### src/sv/scp_pkg.sv
package scp_pkg;

	typedef struct packed {
		logic        func;
		logic [3:0]  byte_address;
		logic        access_word;
		logic [15:0] write_data;
		logic        keyboard_present;
	} req_t;

	typedef struct packed {
		logic [15:0] read_data;
		logic [3:0]  contrast_level;
		logic [1:0]  scope_mode;
		logic [4:0]  image_unit_ctrl;
		logic        keyboard_hold;
		logic        hrl_select;
		logic        sram_write_enable;
		logic        power_off;
	} rsp_t;

	typedef struct packed {
		logic [1:0] machine_model;
		logic [7:0] version_major;
		logic [7:0] version_minor;
	} cfg_t;

	localparam int unsigned CFG_IDX_W = 2;

	localparam logic [CFG_IDX_W-1:0] CFG_MACHINE_MODEL = 2'd0;
	localparam logic [CFG_IDX_W-1:0] CFG_VERSION_MAJOR = 2'd1;
	localparam logic [CFG_IDX_W-1:0] CFG_VERSION_MINOR = 2'd2;

	localparam logic FUNC_READ  = 1'b0;
	localparam logic FUNC_WRITE = 1'b1;

	localparam logic [2:0] REG_CONTRAST = 3'd0;
	localparam logic [2:0] REG_SCOPE    = 3'd1;
	localparam logic [2:0] REG_KEYBOARD = 3'd3;
	localparam logic [2:0] REG_IMAGE    = 3'd4;
	localparam logic [2:0] REG_MODEL    = 3'd5;
	localparam logic [2:0] REG_SRAM     = 3'd6;
	localparam logic [2:0] REG_POWER    = 3'd7;

	localparam logic [1:0] MODEL_EARLY   = 2'd0;
	localparam logic [1:0] MODEL_COMPACT = 2'd1;
	localparam logic [1:0] MODEL_030     = 2'd2;

	localparam logic [7:0] CODE_EARLY   = 8'hFF;
	localparam logic [7:0] CODE_COMPACT = 8'hFE;
	localparam logic [7:0] CODE_030     = 8'hDC;

	localparam logic [1:0] VER_IDLE  = 2'd0;
	localparam logic [1:0] VER_ID    = 2'd1;
	localparam logic [1:0] VER_MAJOR = 2'd2;
	localparam logic [1:0] VER_MINOR = 2'd3;

	localparam logic [1:0] PWR_IDLE    = 2'd0;
	localparam logic [1:0] PWR_GOT_00  = 2'd1;
	localparam logic [1:0] PWR_GOT_0F  = 2'd2;
	localparam logic [1:0] PWR_LATCHED = 2'd3;

	localparam logic [7:0] BYTE_OPEN     = 8'hFF;
	localparam logic [7:0] HI_NIBBLE_SET = 8'hF0;
	localparam logic [7:0] SCOPE_FILL    = 8'hF8;
	localparam logic [7:0] SRAM_UNLOCK   = 8'h31;
	localparam logic [7:0] VER_ARM       = 8'h58;
	localparam logic [7:0] VER_ID_CHAR   = 8'h36;
	localparam logic [3:0] PWR_FIRST     = 4'h0;
	localparam logic [3:0] PWR_NEXT      = 4'hF;

endpackage

### src/sv/scp_core.sv
module scp_core (
	input  logic          clk,
	input  logic          arst_n,
	input  logic          advance,
	input  scp_pkg::req_t req,
	input  scp_pkg::cfg_t cfg,
	output scp_pkg::rsp_t rsp
);
	import scp_pkg::*;

	logic [3:0] contrast_q;
	logic [1:0] scope_q;
	logic [4:0] image_q;
	logic [1:0] pwr_count_q;
	logic [1:0] ver_count_q;
	logic       hrl_q;
	logic       kb_hold_q;
	logic       sram_q;

	logic [3:0] contrast_d;
	logic [1:0] scope_d;
	logic [4:0] image_d;
	logic [1:0] pwr_count_d;
	logic [1:0] ver_count_d;
	logic       hrl_d;
	logic       kb_hold_d;
	logic       sram_d;
	logic       pulse;

	logic       odd;
	logic [2:0] reg_sel;
	logic [7:0] wdat;
	logic [7:0] rbyte;
	logic [7:0] model_code;

	assign odd     = req.byte_address[0] | req.access_word;
	assign reg_sel = req.byte_address[3:1];
	assign wdat    = req.write_data[7:0];

	always_comb begin
		case (cfg.machine_model)
			MODEL_COMPACT: model_code = CODE_COMPACT;
			MODEL_030:     model_code = CODE_030;
			default:       model_code = CODE_EARLY;
		endcase
	end

	always_comb begin
		contrast_d  = contrast_q;
		scope_d     = scope_q;
		image_d     = image_q;
		pwr_count_d = pwr_count_q;
		ver_count_d = ver_count_q;
		hrl_d       = hrl_q;
		kb_hold_d   = kb_hold_q;
		sram_d      = sram_q;
		pulse       = 1'b0;
		rbyte       = BYTE_OPEN;

		if (req.func == FUNC_WRITE) begin
			if (odd) begin
				case (reg_sel)
					REG_CONTRAST: contrast_d = wdat[3:0];
					REG_SCOPE:    scope_d = wdat[1:0];
					REG_KEYBOARD: begin
						kb_hold_d = ~wdat[3];
						hrl_d     = wdat[1];
					end
					REG_IMAGE:    image_d = wdat[4:0];
					REG_SRAM: begin
						sram_d      = (wdat == SRAM_UNLOCK);
						ver_count_d = (wdat == VER_ARM) ? VER_ID : VER_IDLE;
					end
					REG_POWER: begin
						case (pwr_count_q)
							PWR_IDLE: begin
								pwr_count_d = (wdat[3:0] == PWR_FIRST) ? PWR_GOT_00 : PWR_IDLE;
							end
							PWR_GOT_00: begin
								pwr_count_d = (wdat[3:0] == PWR_NEXT) ? PWR_GOT_0F : PWR_IDLE;
							end
							PWR_GOT_0F: begin
								pulse       = (wdat[3:0] == PWR_NEXT);
								pwr_count_d = pulse ? PWR_LATCHED : PWR_IDLE;
							end
							default: pwr_count_d = PWR_LATCHED;
						endcase
					end
					default: ;
				endcase
			end
		end else if (odd) begin
			case (reg_sel)
				REG_CONTRAST: rbyte = HI_NIBBLE_SET | {4'h0, contrast_q};
				REG_SCOPE:    rbyte = SCOPE_FILL | {6'h00, scope_q};
				REG_KEYBOARD: begin
					rbyte = HI_NIBBLE_SET | {4'h0, req.keyboard_present, 1'b0, hrl_q, 1'b0};
				end
				REG_MODEL:    rbyte = model_code;
				REG_SRAM: begin
					// step the version readback while armed
					case (ver_count_q)
						VER_ID: begin
							rbyte       = VER_ID_CHAR;
							ver_count_d = VER_MAJOR;
						end
						VER_MAJOR: begin
							rbyte       = cfg.version_major;
							ver_count_d = VER_MINOR;
						end
						VER_MINOR: begin
							rbyte       = cfg.version_minor;
							ver_count_d = VER_IDLE;
						end
						default: rbyte = BYTE_OPEN;
					endcase
				end
				default: rbyte = BYTE_OPEN;
			endcase
		end
	end

	always_comb begin
		rsp.read_data = '0;
		if (req.func == FUNC_READ) begin
			rsp.read_data = {(req.access_word ? BYTE_OPEN : 8'h00), rbyte};
		end
		rsp.contrast_level    = contrast_d;
		rsp.scope_mode        = scope_d;
		rsp.image_unit_ctrl   = image_d;
		rsp.keyboard_hold     = kb_hold_d;
		rsp.hrl_select        = hrl_d;
		rsp.sram_write_enable = sram_d;
		rsp.power_off         = pulse;
	end

	always_ff @(posedge clk or negedge arst_n) begin
		if (!arst_n) begin
			contrast_q  <= '0;
			scope_q     <= '0;
			image_q     <= '0;
			pwr_count_q <= PWR_IDLE;
			ver_count_q <= VER_IDLE;
			hrl_q       <= 1'b0;
			kb_hold_q   <= 1'b0;
			sram_q      <= 1'b0;
		end else if (advance) begin
			contrast_q  <= contrast_d;
			scope_q     <= scope_d;
			image_q     <= image_d;
			pwr_count_q <= pwr_count_d;
			ver_count_q <= ver_count_d;
			hrl_q       <= hrl_d;
			kb_hold_q   <= kb_hold_d;
			sram_q      <= sram_d;
		end
	end

endmodule

### src/sv/system_control_port.sv
// System control port: seven byte registers on the odd bytes of a 16-byte window,
// one request per clock while rsp is not stalled. A request accepted on req lands in
// an input register, is decoded against the port state, and its response is
// registered in the response register, which raises rsp_valid; the port state changes
// when the request moves into the response register. rsp stalls hold the pipe, and
// req_ready drops only when both the input and response registers are full. Configuration
// writes are taken every cycle (cfg_ready is always high) and must be made while the
// port is idle.
module system_control_port (
	input  logic                            clk,
	input  logic                            arst_n,
	input  logic                            req_valid,
	output logic                            req_ready,
	input  scp_pkg::req_t                   req,
	output logic                            rsp_valid,
	input  logic                            rsp_ready,
	output scp_pkg::rsp_t                   rsp,
	input  logic                            cfg_valid,
	output logic                            cfg_ready,
	input  logic [scp_pkg::CFG_IDX_W-1:0]   cfg_index,
	input  logic [7:0]                      cfg_data
);
	import scp_pkg::*;

	logic  valid_s1;
	req_t  req_s1;
	logic  rsp_valid_q;
	rsp_t  rsp_q;
	rsp_t  rsp_next;
	cfg_t  cfg_q;
	logic  advance;

	assign advance   = valid_s1 && (!rsp_valid_q || rsp_ready);
	assign req_ready = !valid_s1 || advance;
	assign cfg_ready = 1'b1;
	assign rsp_valid = rsp_valid_q;
	assign rsp       = rsp_q;

	always_ff @(posedge clk or negedge arst_n) begin
		if (!arst_n) begin
			valid_s1 <= 1'b0;
		end else if (req_ready) begin
			valid_s1 <= req_valid;
		end
	end

	always_ff @(posedge clk) begin
		if (req_ready && req_valid) begin
			req_s1 <= req;
		end
	end

	always_ff @(posedge clk or negedge arst_n) begin
		if (!arst_n) begin
			rsp_valid_q <= 1'b0;
		end else if (advance) begin
			rsp_valid_q <= 1'b1;
		end else if (rsp_ready) begin
			rsp_valid_q <= 1'b0;
		end
	end

	always_ff @(posedge clk) begin
		if (advance) begin
			rsp_q <= rsp_next;
		end
	end

	always_ff @(posedge clk or negedge arst_n) begin
		if (!arst_n) begin
			cfg_q <= '0;
		end else if (cfg_valid) begin
			case (cfg_index)
				CFG_MACHINE_MODEL: cfg_q.machine_model <= cfg_data[1:0];
				CFG_VERSION_MAJOR: cfg_q.version_major <= cfg_data;
				CFG_VERSION_MINOR: cfg_q.version_minor <= cfg_data;
				default: ;
			endcase
		end
	end

	scp_core u_core (
		.clk     (clk),
		.arst_n  (arst_n),
		.advance (advance),
		.req     (req_s1),
		.cfg     (cfg_q),
		.rsp     (rsp_next)
	);

endmodule

### config.mk
export PLATFORM = sky130hd
export DESIGN_NAME = system_control_port
export DESIGN_NICKNAME = d
export VERILOG_FILES = /design/src/sv/scp_pkg.sv /design/src/sv/scp_core.sv /design/src/sv/system_control_port.sv
export SDC_FILE = /design/constraint.sdc
export NUM_CORES = 1
export LEC_CHECK = 0
export BUFFER_PORTS_ARGS = -buffer_cell sky130_fd_sc_hd__buf_2
export CELL_PAD_IN_SITES_DETAIL_PLACEMENT = 1
export CELL_PAD_IN_SITES_GLOBAL_PLACEMENT = 1
export CORE_MARGIN = 2
export CORE_UTILIZATION = 50
export CTS_CLUSTER_SIZE = 28
export DETAILED_ROUTE_END_ITERATION = 8
export PLACE_DENSITY = 0.84
export SYNTH_ARGS = -nofsm -noshare
export SYNTH_HDL_FRONTEND = slang
export SYNTH_HIERARCHICAL = 1
export SYNTH_SLANG_ARGS = --single-unit
export TNS_END_PERCENT = 10
### constraint.sdc
create_clock -name clk -period 5.2 [get_ports clk]
set_clock_uncertainty 0.1 [all_clocks]
set_input_delay 0.78 -clock clk [delete_from_list [all_inputs] [get_ports clk]]
set_output_delay 0.78 -clock clk [all_outputs]
set_load 0.005 [all_outputs]
* Word level (Yosys, flattened, before mapping)
Index checks and enable logic that the tools add are counted.
** Word-level totals
- Register bits after elaboration :: 84
- Word-level logic and storage cells :: 100
** Cells by class
- Equal/unequal tests :: 18
- Muxes and demuxes :: 36
- Bitwise gates (word level) :: 2
- Reduce and logical (&&, ||, !) cells :: 18
** Operators by type and width (count)
- $pmux W8 S5 :: 1
- $pmux W8 S3 :: 1
- $mux W2 :: 10
- $mux W8 :: 2
- $mux W5 :: 3
- $mux W1 :: 13
- $eq A3 B3 Y1 const B :: 4
- $mux W4 :: 3
- $pmux W2 S3 :: 2
- $pmux W6 S2 :: 1
- $reduce_and A4 Y1 :: 3
- $eq A2 B2 Y1 const B :: 5
- $eq A2 B1 Y1 const B :: 4
- $eq A8 B6 Y1 const B :: 1
- $eq A8 B7 Y1 const B :: 1
- $reduce_and A2 Y1 :: 3
- $eq A4 B4 Y1 const B :: 1
- $logic_not A2 Y1 :: 2
- $logic_not A4 Y1 :: 1
- $reduce_bool A4 Y1 :: 1
- $eq A3 B1 Y1 const B :: 1
- $eq A3 B2 Y1 const B :: 1
- $logic_not A3 Y1 :: 1
- $logic_and A1 B1 Y1 :: 2
- 5 further kinds :: 7

* Logic depth before layout (Yosys ltp)
Gate-level depths: netlist (run 1).
- Word-level depth :: 5
- Mapped depth :: 7
- Depth with buffers taken out :: 6

* Hierarchy
Netlist (run 1), hierarchy kept.
** Modules (own cells, without submodules)
- system_control_port :: times used 1, cells an instance 103, area an instance 2433.6 µm²
- scp_core :: times used 1, cells an instance 165, area an instance 1582.8 µm²

* Worst setup path after synthesis (run 1)
Ideal clock, no wire load.
- Path type :: input port to flip-flop
- Start point :: input rsp_ready
- End point :: register u_core.pwr_count_q[0]
- Setup time :: 0.119 ns
- Arrival :: 2.732 ns
- Slack :: 2.250 ns
- Stages :: 6
- Buffers on the path :: 0
- Cell sequence :: nand2b_1 -> and2_1 -> o211ai_1 -> or2_1 -> a211o_1 -> o21a_1
** On the way
- Word-level cells in the longest chain between the ends :: 3
** Ends and longest elaborated chain
- start: declaration :: RTL line system_control_port.sv:16 : input logic rsp_ready,
- $logic_or A1 B1 Y1 :: RTL line system_control_port.sv:33 : assign advance = valid_s1 && (!rsp_valid_q || rsp_ready);
- $logic_and A1 B1 Y1 :: RTL line system_control_port.sv:33
- net advance :: RTL line system_control_port.sv:31 : logic advance;
- $reduce_and A4 Y1 (no line)
- end signal: assignment :: RTL line scp_core.sv:151 : pwr_count_q <= pwr_count_d;
- end: declaration :: RTL line scp_core.sv:14 : logic [1:0] pwr_count_q;
The timed path passes the listed nets, and every way through them passes these cells.
A chain may end at the register's enable or synchronous reset.

* Final worst setup path (run 1)
- Start point :: input rsp_ready
- End point :: register u_core.hrl_q
** On the way
- Word-level cells in the longest chain between the ends :: 2
** Ends and longest elaborated chain
- $logic_or A1 B1 Y1 :: RTL line system_control_port.sv:33
- $logic_and A1 B1 Y1 :: RTL line system_control_port.sv:33
- net advance :: RTL line system_control_port.sv:31
- end signal: assignment :: RTL line scp_core.sv:153 : hrl_q <= hrl_d;
- end: declaration :: RTL line scp_core.sv:16 : logic hrl_q;
The timed path passes the listed nets, and every way through them passes these cells.

==> results.ini, run 1 <==
[run_status]
status = finished, final reports clean

[worst_setup_path]
arrival_ns = 2.56
regToRegEndpoint = u_core/hrl_q$_DFFE_PN0P_
cp_max_fo = 35
r2r_cells = 6
required_ns = 5.34
crit_path_start_kind = input pin
ff2ff_setup_slack_ns = 2.91
timing.rr.start = rsp_valid$_DFFE_PN0P_
cp-end-kind = flop
setup.worst_path.class = in -> reg

[finish]
nNetsFinal = 357
diodes = 0
fin_util_pct = 58.5
final_common_cell = buf_2
final_cell_mix = buf_2 (62), edfxtp_1 (46), mux2_2 (40), dfrtp_1 (38), nor2_1 (10)
area_growth_pct = 13.0
multiInputGateArea_um2 = 1290
fillers = 766
drive_gt1_share_pct = 39.6
register_area_um2 = 2330

[min_path]
hold_class = reg -> reg
min_to = rsp_valid$_DFFE_PN0P_
min_from = valid_s1$_DFFE_PN0P_
holdPathStages = 1

[timing]
post-route-period-util_pct = 46.5
fin_crit_ns = 2.42
finalSetupViolCount = 0
hold_viol_final = 0
slew-limit-headroom_pct = 41.7
fmax_mhz = 413
finalMaxSlewViolations = 0
tns_ns = 0
tightestPinTransition_ns = 0.874
rsz0062_at_grt = false

[logic_synthesis]
synth_cells = 260
synthesis.nets = 304
yosysWarningCount = 6
netlist_area_um2 = 3780
avgSynthCellArea_um2 = 14.5

[floorplanning]
core-area_um2 = 7290
fp-row-count = 31
die_h_um = 90.9
floorplan.initialDensity_pct = 51.8
die_x_um = 90.9
die_area_um2 = 8260
io-pin-count = 72

[pwr]
p_int_mw = 1.18
switching_share_pct = 27.2
pwr_density_cell_nw_per_um2 = 380
power_frac_clock_pct = 27.2
ir_drop_mv = 0.202
p_comb_share_pct = 18.0
leakagePower_nw = 1.79
power.sequential.fraction_pct = 54.8
p_switching_uw = 440

[clock_tree]
postCtsHoldBufs = 0
cts_resized = 0
cts_root_buf = clkbuf_8
cts_tree = done
clock-sinks = 84
postCtsSetupBuffers = 0
clk_path_buf_depth = 2
clk_pin_slew_ns = 0.07
cts_buffers = 9
clk_latency_ns = 0.36
htreeDepth = 3

[placed_design]
gp_congestion = 0.781
dpl.hpwl_um = 5200
portBuffers = 62

[drt]
dr_total_vias = 2295
viasPerCell = 5.50
met1_length_um = 3410
drt-total-wl_um = 7570
wl_met3_um = 273
wl_met2_um = 3700
dr.pass1.iters = 4
highest_layer = met4
ant_nets = 0
drc_errors = 0
avgRoutedWirePerCell_um = 18.1
drt_iter0_drc = 96

[grt]
grt_overflow = 0
grt_pass1_wl_um = 12200
grt_use_total_pct = 19.1
antenna_found_initial = 0
grt_max_degree = 39
first_global_vias = 2455

[flow_run]
drv_cap = 0

## worst max-delay path: stages
cell	delay [ns]
buf_2	0.08
nand2b_1	0.10
and2_1	0.12
buf_4	0.39
o211ai_1	0.33
nor3_1	0.37
mux2_2	0.38
## worst max-delay path by stage
stage              start                                end  slack (ns)  depth (start not counted)
2_1_floorplan  rsp_ready  u_core/pwr_count_q[0]$_DFFE_PN0P_        2.25                          6
3_3_place_gp   rsp_ready  u_core/pwr_count_q[0]$_DFFE_PN0P_        2.52                          8
3_5_place_dp   rsp_ready  u_core/pwr_count_q[0]$_DFFE_PN0P_        2.42                          8
4_1_cts        rsp_ready           u_core/hrl_q$_DFFE_PN0P_        2.78                          7
5_1_grt        rsp_ready           u_core/hrl_q$_DFFE_PN0P_        2.64                          7
6_report       rsp_ready           u_core/hrl_q$_DFFE_PN0P_        2.78                          7
## final cells by class
class	count	share of cell area (%)
Sequential cell	84	54.7
Multi-Input combinational cell	151	30.3
Timing Repair Buffer	63	7.45
Clock buffer	11	3.08
Tap cell	99	2.90
Clock inverter	5	1.23
Inverter	4	0.352
## routing by layer
metal  global-route usage [%]  up-vias
met5                        0        -
met4                     9.34        0
met3                     4.34       16
met2                     31.8       60
met1                     23.6     1151
li1                         -     1068
## metrics by stage
step / hold slack [ns] / area [um2] / cells / power [mW] / setup WS (ns)
3_5_place_dp: 0.392 / 4080 / 401 / 1.19 / 2.42
5_1_grt: 0.434 / 4270 / 417 / 1.70 / 2.64
2_1_floorplan: 0.349 / 3780 / 260 / 1.08 / 2.25
4_1_cts: 0.410 / 4270 / 417 / 1.63 / 2.78
6_report: 0.405 / 4270 / 417 / 1.62 / 2.78
3_3_place_gp: 0.372 / 4080 / 401 / 1.17 / 2.52
## power by group through the flow
stage | logic [mW] | clock network (mW) | registers (mW)
after floorplan | 0.205 | 0 | 0.878
after detailed placement | 0.289 | 0 | 0.901
after global routing | 0.323 | 0.472 | 0.903
after CTS | 0.294 | 0.450 | 0.887
after global placement | 0.275 | 0 | 0.893
final | 0.292 | 0.440 | 0.887
## flip-flops by register name (all words and copies together) (netlist names), 2 cells and up
signal              count
req_s1                 15
u_core/image_q          5
u_core/contrast_q       4
u_core/scope_q          2
rsp                    31
u_core/pwr_count_q      2
cfg_q                  18
u_core/ver_count_q      2
(Power assumes the default switching activity.)
==> inputs of run 2 (changes only) <==
--- a/config.mk
+++ b/config.mk
@@ -5,14 +5,15 @@
 export SDC_FILE = /design/constraint.sdc
 export NUM_CORES = 1
 export LEC_CHECK = 0
+export ABC_AREA = 1
 export BUFFER_PORTS_ARGS = -buffer_cell sky130_fd_sc_hd__buf_2
 export CELL_PAD_IN_SITES_DETAIL_PLACEMENT = 1
 export CELL_PAD_IN_SITES_GLOBAL_PLACEMENT = 1
 export CORE_MARGIN = 2
-export CORE_UTILIZATION = 50
+export CORE_UTILIZATION = 39
 export CTS_CLUSTER_SIZE = 28
 export DETAILED_ROUTE_END_ITERATION = 8
-export PLACE_DENSITY = 0.84
+export PLACE_DENSITY = 0.74
 export SYNTH_ARGS = -nofsm -noshare
 export SYNTH_HDL_FRONTEND = slang
 export SYNTH_HIERARCHICAL = 1
==> constraint.sdc (replaced) <==
create_clock -name clk -period 2.16 [get_ports clk]
set_clock_uncertainty 0.1 [all_clocks]
set_input_delay 0.324 -clock clk [delete_from_list [all_inputs] [get_ports clk]]
set_output_delay 0.324 -clock clk [all_outputs]
set_load 0.005 [all_outputs]
==> run 2 against run 1 <==
Die area up 30%. Wire length rose by 18%. Clock power grew to 2.5 times the previous value. Worst hold slack worse by 0.37 ns. Sequential cell count unchanged. First-iteration DRC count down 7.3%. Highest routed layer unchanged. Combinational power rose to 3.4 times the previous value. Total power grew to 2.7 times the previous value. Count of clock-buffer cells in the layout up 4.
==> results.ini, run 2 <==
[worst_setup_path]
arrival_ns = 1.82  ; -0.74 ns
ff2ff_setup_slack_ns = 0.36  ; -2.55 ns
cp_max_fo = 10  ; -71%
crit_path_end = rsp[16]$_DFFE_PP_
worstSetupStartpoint = u_core/ver_count_q[1]$_DFFE_PN0P_
cp-end-kind = flop
timing.rr.start = u_core/ver_count_q[1]$_DFFE_PN0P_
regToRegEndpoint = rsp[16]$_DFFE_PP_
crit_path_start_kind = flop
required_ns = 2.18  ; -3.16 ns
setup.worst_path.class = reg -> reg
r2r_cells = 8  ; +2

[placed_design]
gp_congestion = 0.776  ; -0.70%
portBuffers = 62  ; unchanged
dpl.hpwl_um = 6530  ; +26%

[drt]
dr_total_vias = 2868  ; +25%
highest_layer = met4
wl_met3_um = 242  ; -11%
wl_met2_um = 4440  ; +20%
met1_length_um = 4100  ; +20%
drt-total-wl_um = 8920  ; +18%
viasPerCell = 4.78  ; -13%
drc_errors = 0  ; unchanged
drt_iter0_drc = 89  ; -7.3%
dr.pass1.iters = 4  ; unchanged
avgRoutedWirePerCell_um = 14.9  ; -18%
ant_nets = 0  ; unchanged

[timing]
post-route-period-util_pct = 83.2
tns_ns = 0  ; unchanged
rsz0062_at_grt = false
finalSetupViolCount = 0  ; unchanged
finalMaxSlewViolations = 0  ; unchanged
hold_viol_final = 0  ; unchanged
fin_crit_ns = 1.80
fmax_mhz = 556

[finish]
final_cell_mix = nand2_1 (127), buf_2 (62), edfxtp_1 (46), inv_1 (38), dfrtp_1 (38)
diodes = 0  ; unchanged
drive_gt1_share_pct = 23.6  ; -16 points
area_growth_pct = 15.0
final_common_cell = nand2_1
largest_reg_flops = 31  ; unchanged
nNetsFinal = 506  ; +42%

[pwr]
power.sequential.fraction_pct = 51.9  ; -2.9 points
switching_share_pct = 31.4  ; +4.2 points
p_int_mw = 2.98  ; +150%
p_comb_share_pct = 22.8  ; +4.8 points
p_switching_mw = 1.36  ; +210%
power_frac_clock_pct = 25.3  ; -1.9 points
leakagePower_nw = 2.13  ; +19%
ir_drop_mv = 0.297  ; +47%
pwr_density_cell_nw_per_um2 = 971  ; +160%
total_power_mw = 4.34  ; +170%

[logic_synthesis]
netlist_area_um2 = 3880  ; +2.9%
avgSynthCellArea_um2 = 9.59  ; -34%
synthesis.nets = 449  ; +48%
yosysWarningCount = 6  ; unchanged
synth_cells = 405  ; +56%

[run_status]
status = finished, final reports clean

[flow_run]
drv_cap = 0  ; unchanged

[floorplanning]
core-area_um2 = 9730  ; +33%
io-pin-count = 72  ; unchanged
die_x_um = 104  ; +14%
fp-row-count = 36  ; +16%
die_area_um2 = 10800  ; +30%
floorplan.initialDensity_pct = 39.9  ; -12 points
die_h_um = 104  ; +14%

[min_path]
holdPathStages = 1  ; unchanged
hold_class = in -> reg
min_from = req[19]

[grt]
first_global_vias = 3017  ; +23%
grt_use_total_pct = 17.5  ; -1.6 points
grt_overflow = 0  ; unchanged
grt_max_degree = 40  ; +2.6%
antenna_found_initial = 0  ; unchanged
grt_pass1_wl_um = 14800  ; +22%

[clock_tree]
cts_tree = done
cts_buffers = 9  ; unchanged
htreeDepth = 3  ; unchanged
clk_latency_ns = 0.36  ; about the same
cts_root_buf = clkbuf_8
cts_resized = 0  ; unchanged
postCtsSetupBuffers = 0  ; unchanged
clock-sinks = 84  ; unchanged
clk_path_buf_depth = 2  ; unchanged
clk_pin_slew_ns = 0.08  ; about the same

[run 2: critical path, stage by stage, from the launching register on]
cell     delay [ns]
dfrtp_1        0.53
inv_1          0.11
ha_1           0.21
a21oi_1        0.26
nand2_1        0.10
nand2_1        0.06
nand2_1        0.05
nor2_1         0.10
nor2_1         0.04
[run 2: area by class of cell]
type / instances / area [um2]
inverters: 45 / 169
well taps: 133 / 166
clock inverters: 1 / 5.00
clock buffers: 15 / 186
fillers: 1169 / 5260
multi-input cells: 253 / 1240
repair buffers: 69 / 365
flip-flops and latches: 84 / 2330
[run 2: per-layer routing]
layer	vias to the layer above	GRT usage, %
met4	0	7.24
met1	1374	22.4
met3	10	2.77
met2	51	29.6
li1	1433	-
met5	-	0
[run 2: worst min path at each step]
stage / to / slack [ns]
global route: req_s1[21]$_DFFE_PP_ / 0.02
detailed placement: cfg_q[3]$_DFFE_PN0P_ / 0.20
floorplan: cfg_q[0]$_DFFE_PN0P_ / -0.07
global placement: cfg_q[3]$_DFFE_PN0P_ / 0.20
CTS: req_s1[21]$_DFFE_PP_ / 0.02
finish: req_s1[19]$_DFFE_PP_ / 0.03
[run 2: through the flow]
stage	setup slack, ns	hold slack [ns]	cells	util (%)	cell area (um2)
floorplan	0.175	-0.0716	405	-	3900
global placement	0.394	0.203	583	43.9	4270
detailed placement	0.383	0.204	583	43.9	4270
CTS	0.359	0.0166	600	45.9	4470
global route	0.0938	0.0228	600	45.9	4470
finish	0.363	0.0329	600	45.9	4470
[run 2: power by group through the flow]
stage / combinational (mW) / sequential, mW / clock (mW)
after floorplan: 0.693 / 2.24 / 0
after global placement: 0.946 / 2.27 / 0
after detailed placement: 0.999 / 2.29 / 0
after CTS: 1.01 / 2.26 / 1.13
after global routing: 1.15 / 2.29 / 1.19
final: 0.989 / 2.25 / 1.10
[run 2: repair_timing]
| item | CTS | global route |
|---|---|---|
| endpoints found under the hold margin | 18 | 0 |
| hold buffers | 1 | 0 |
| endpoints found under the setup margin | 0 | 0 |
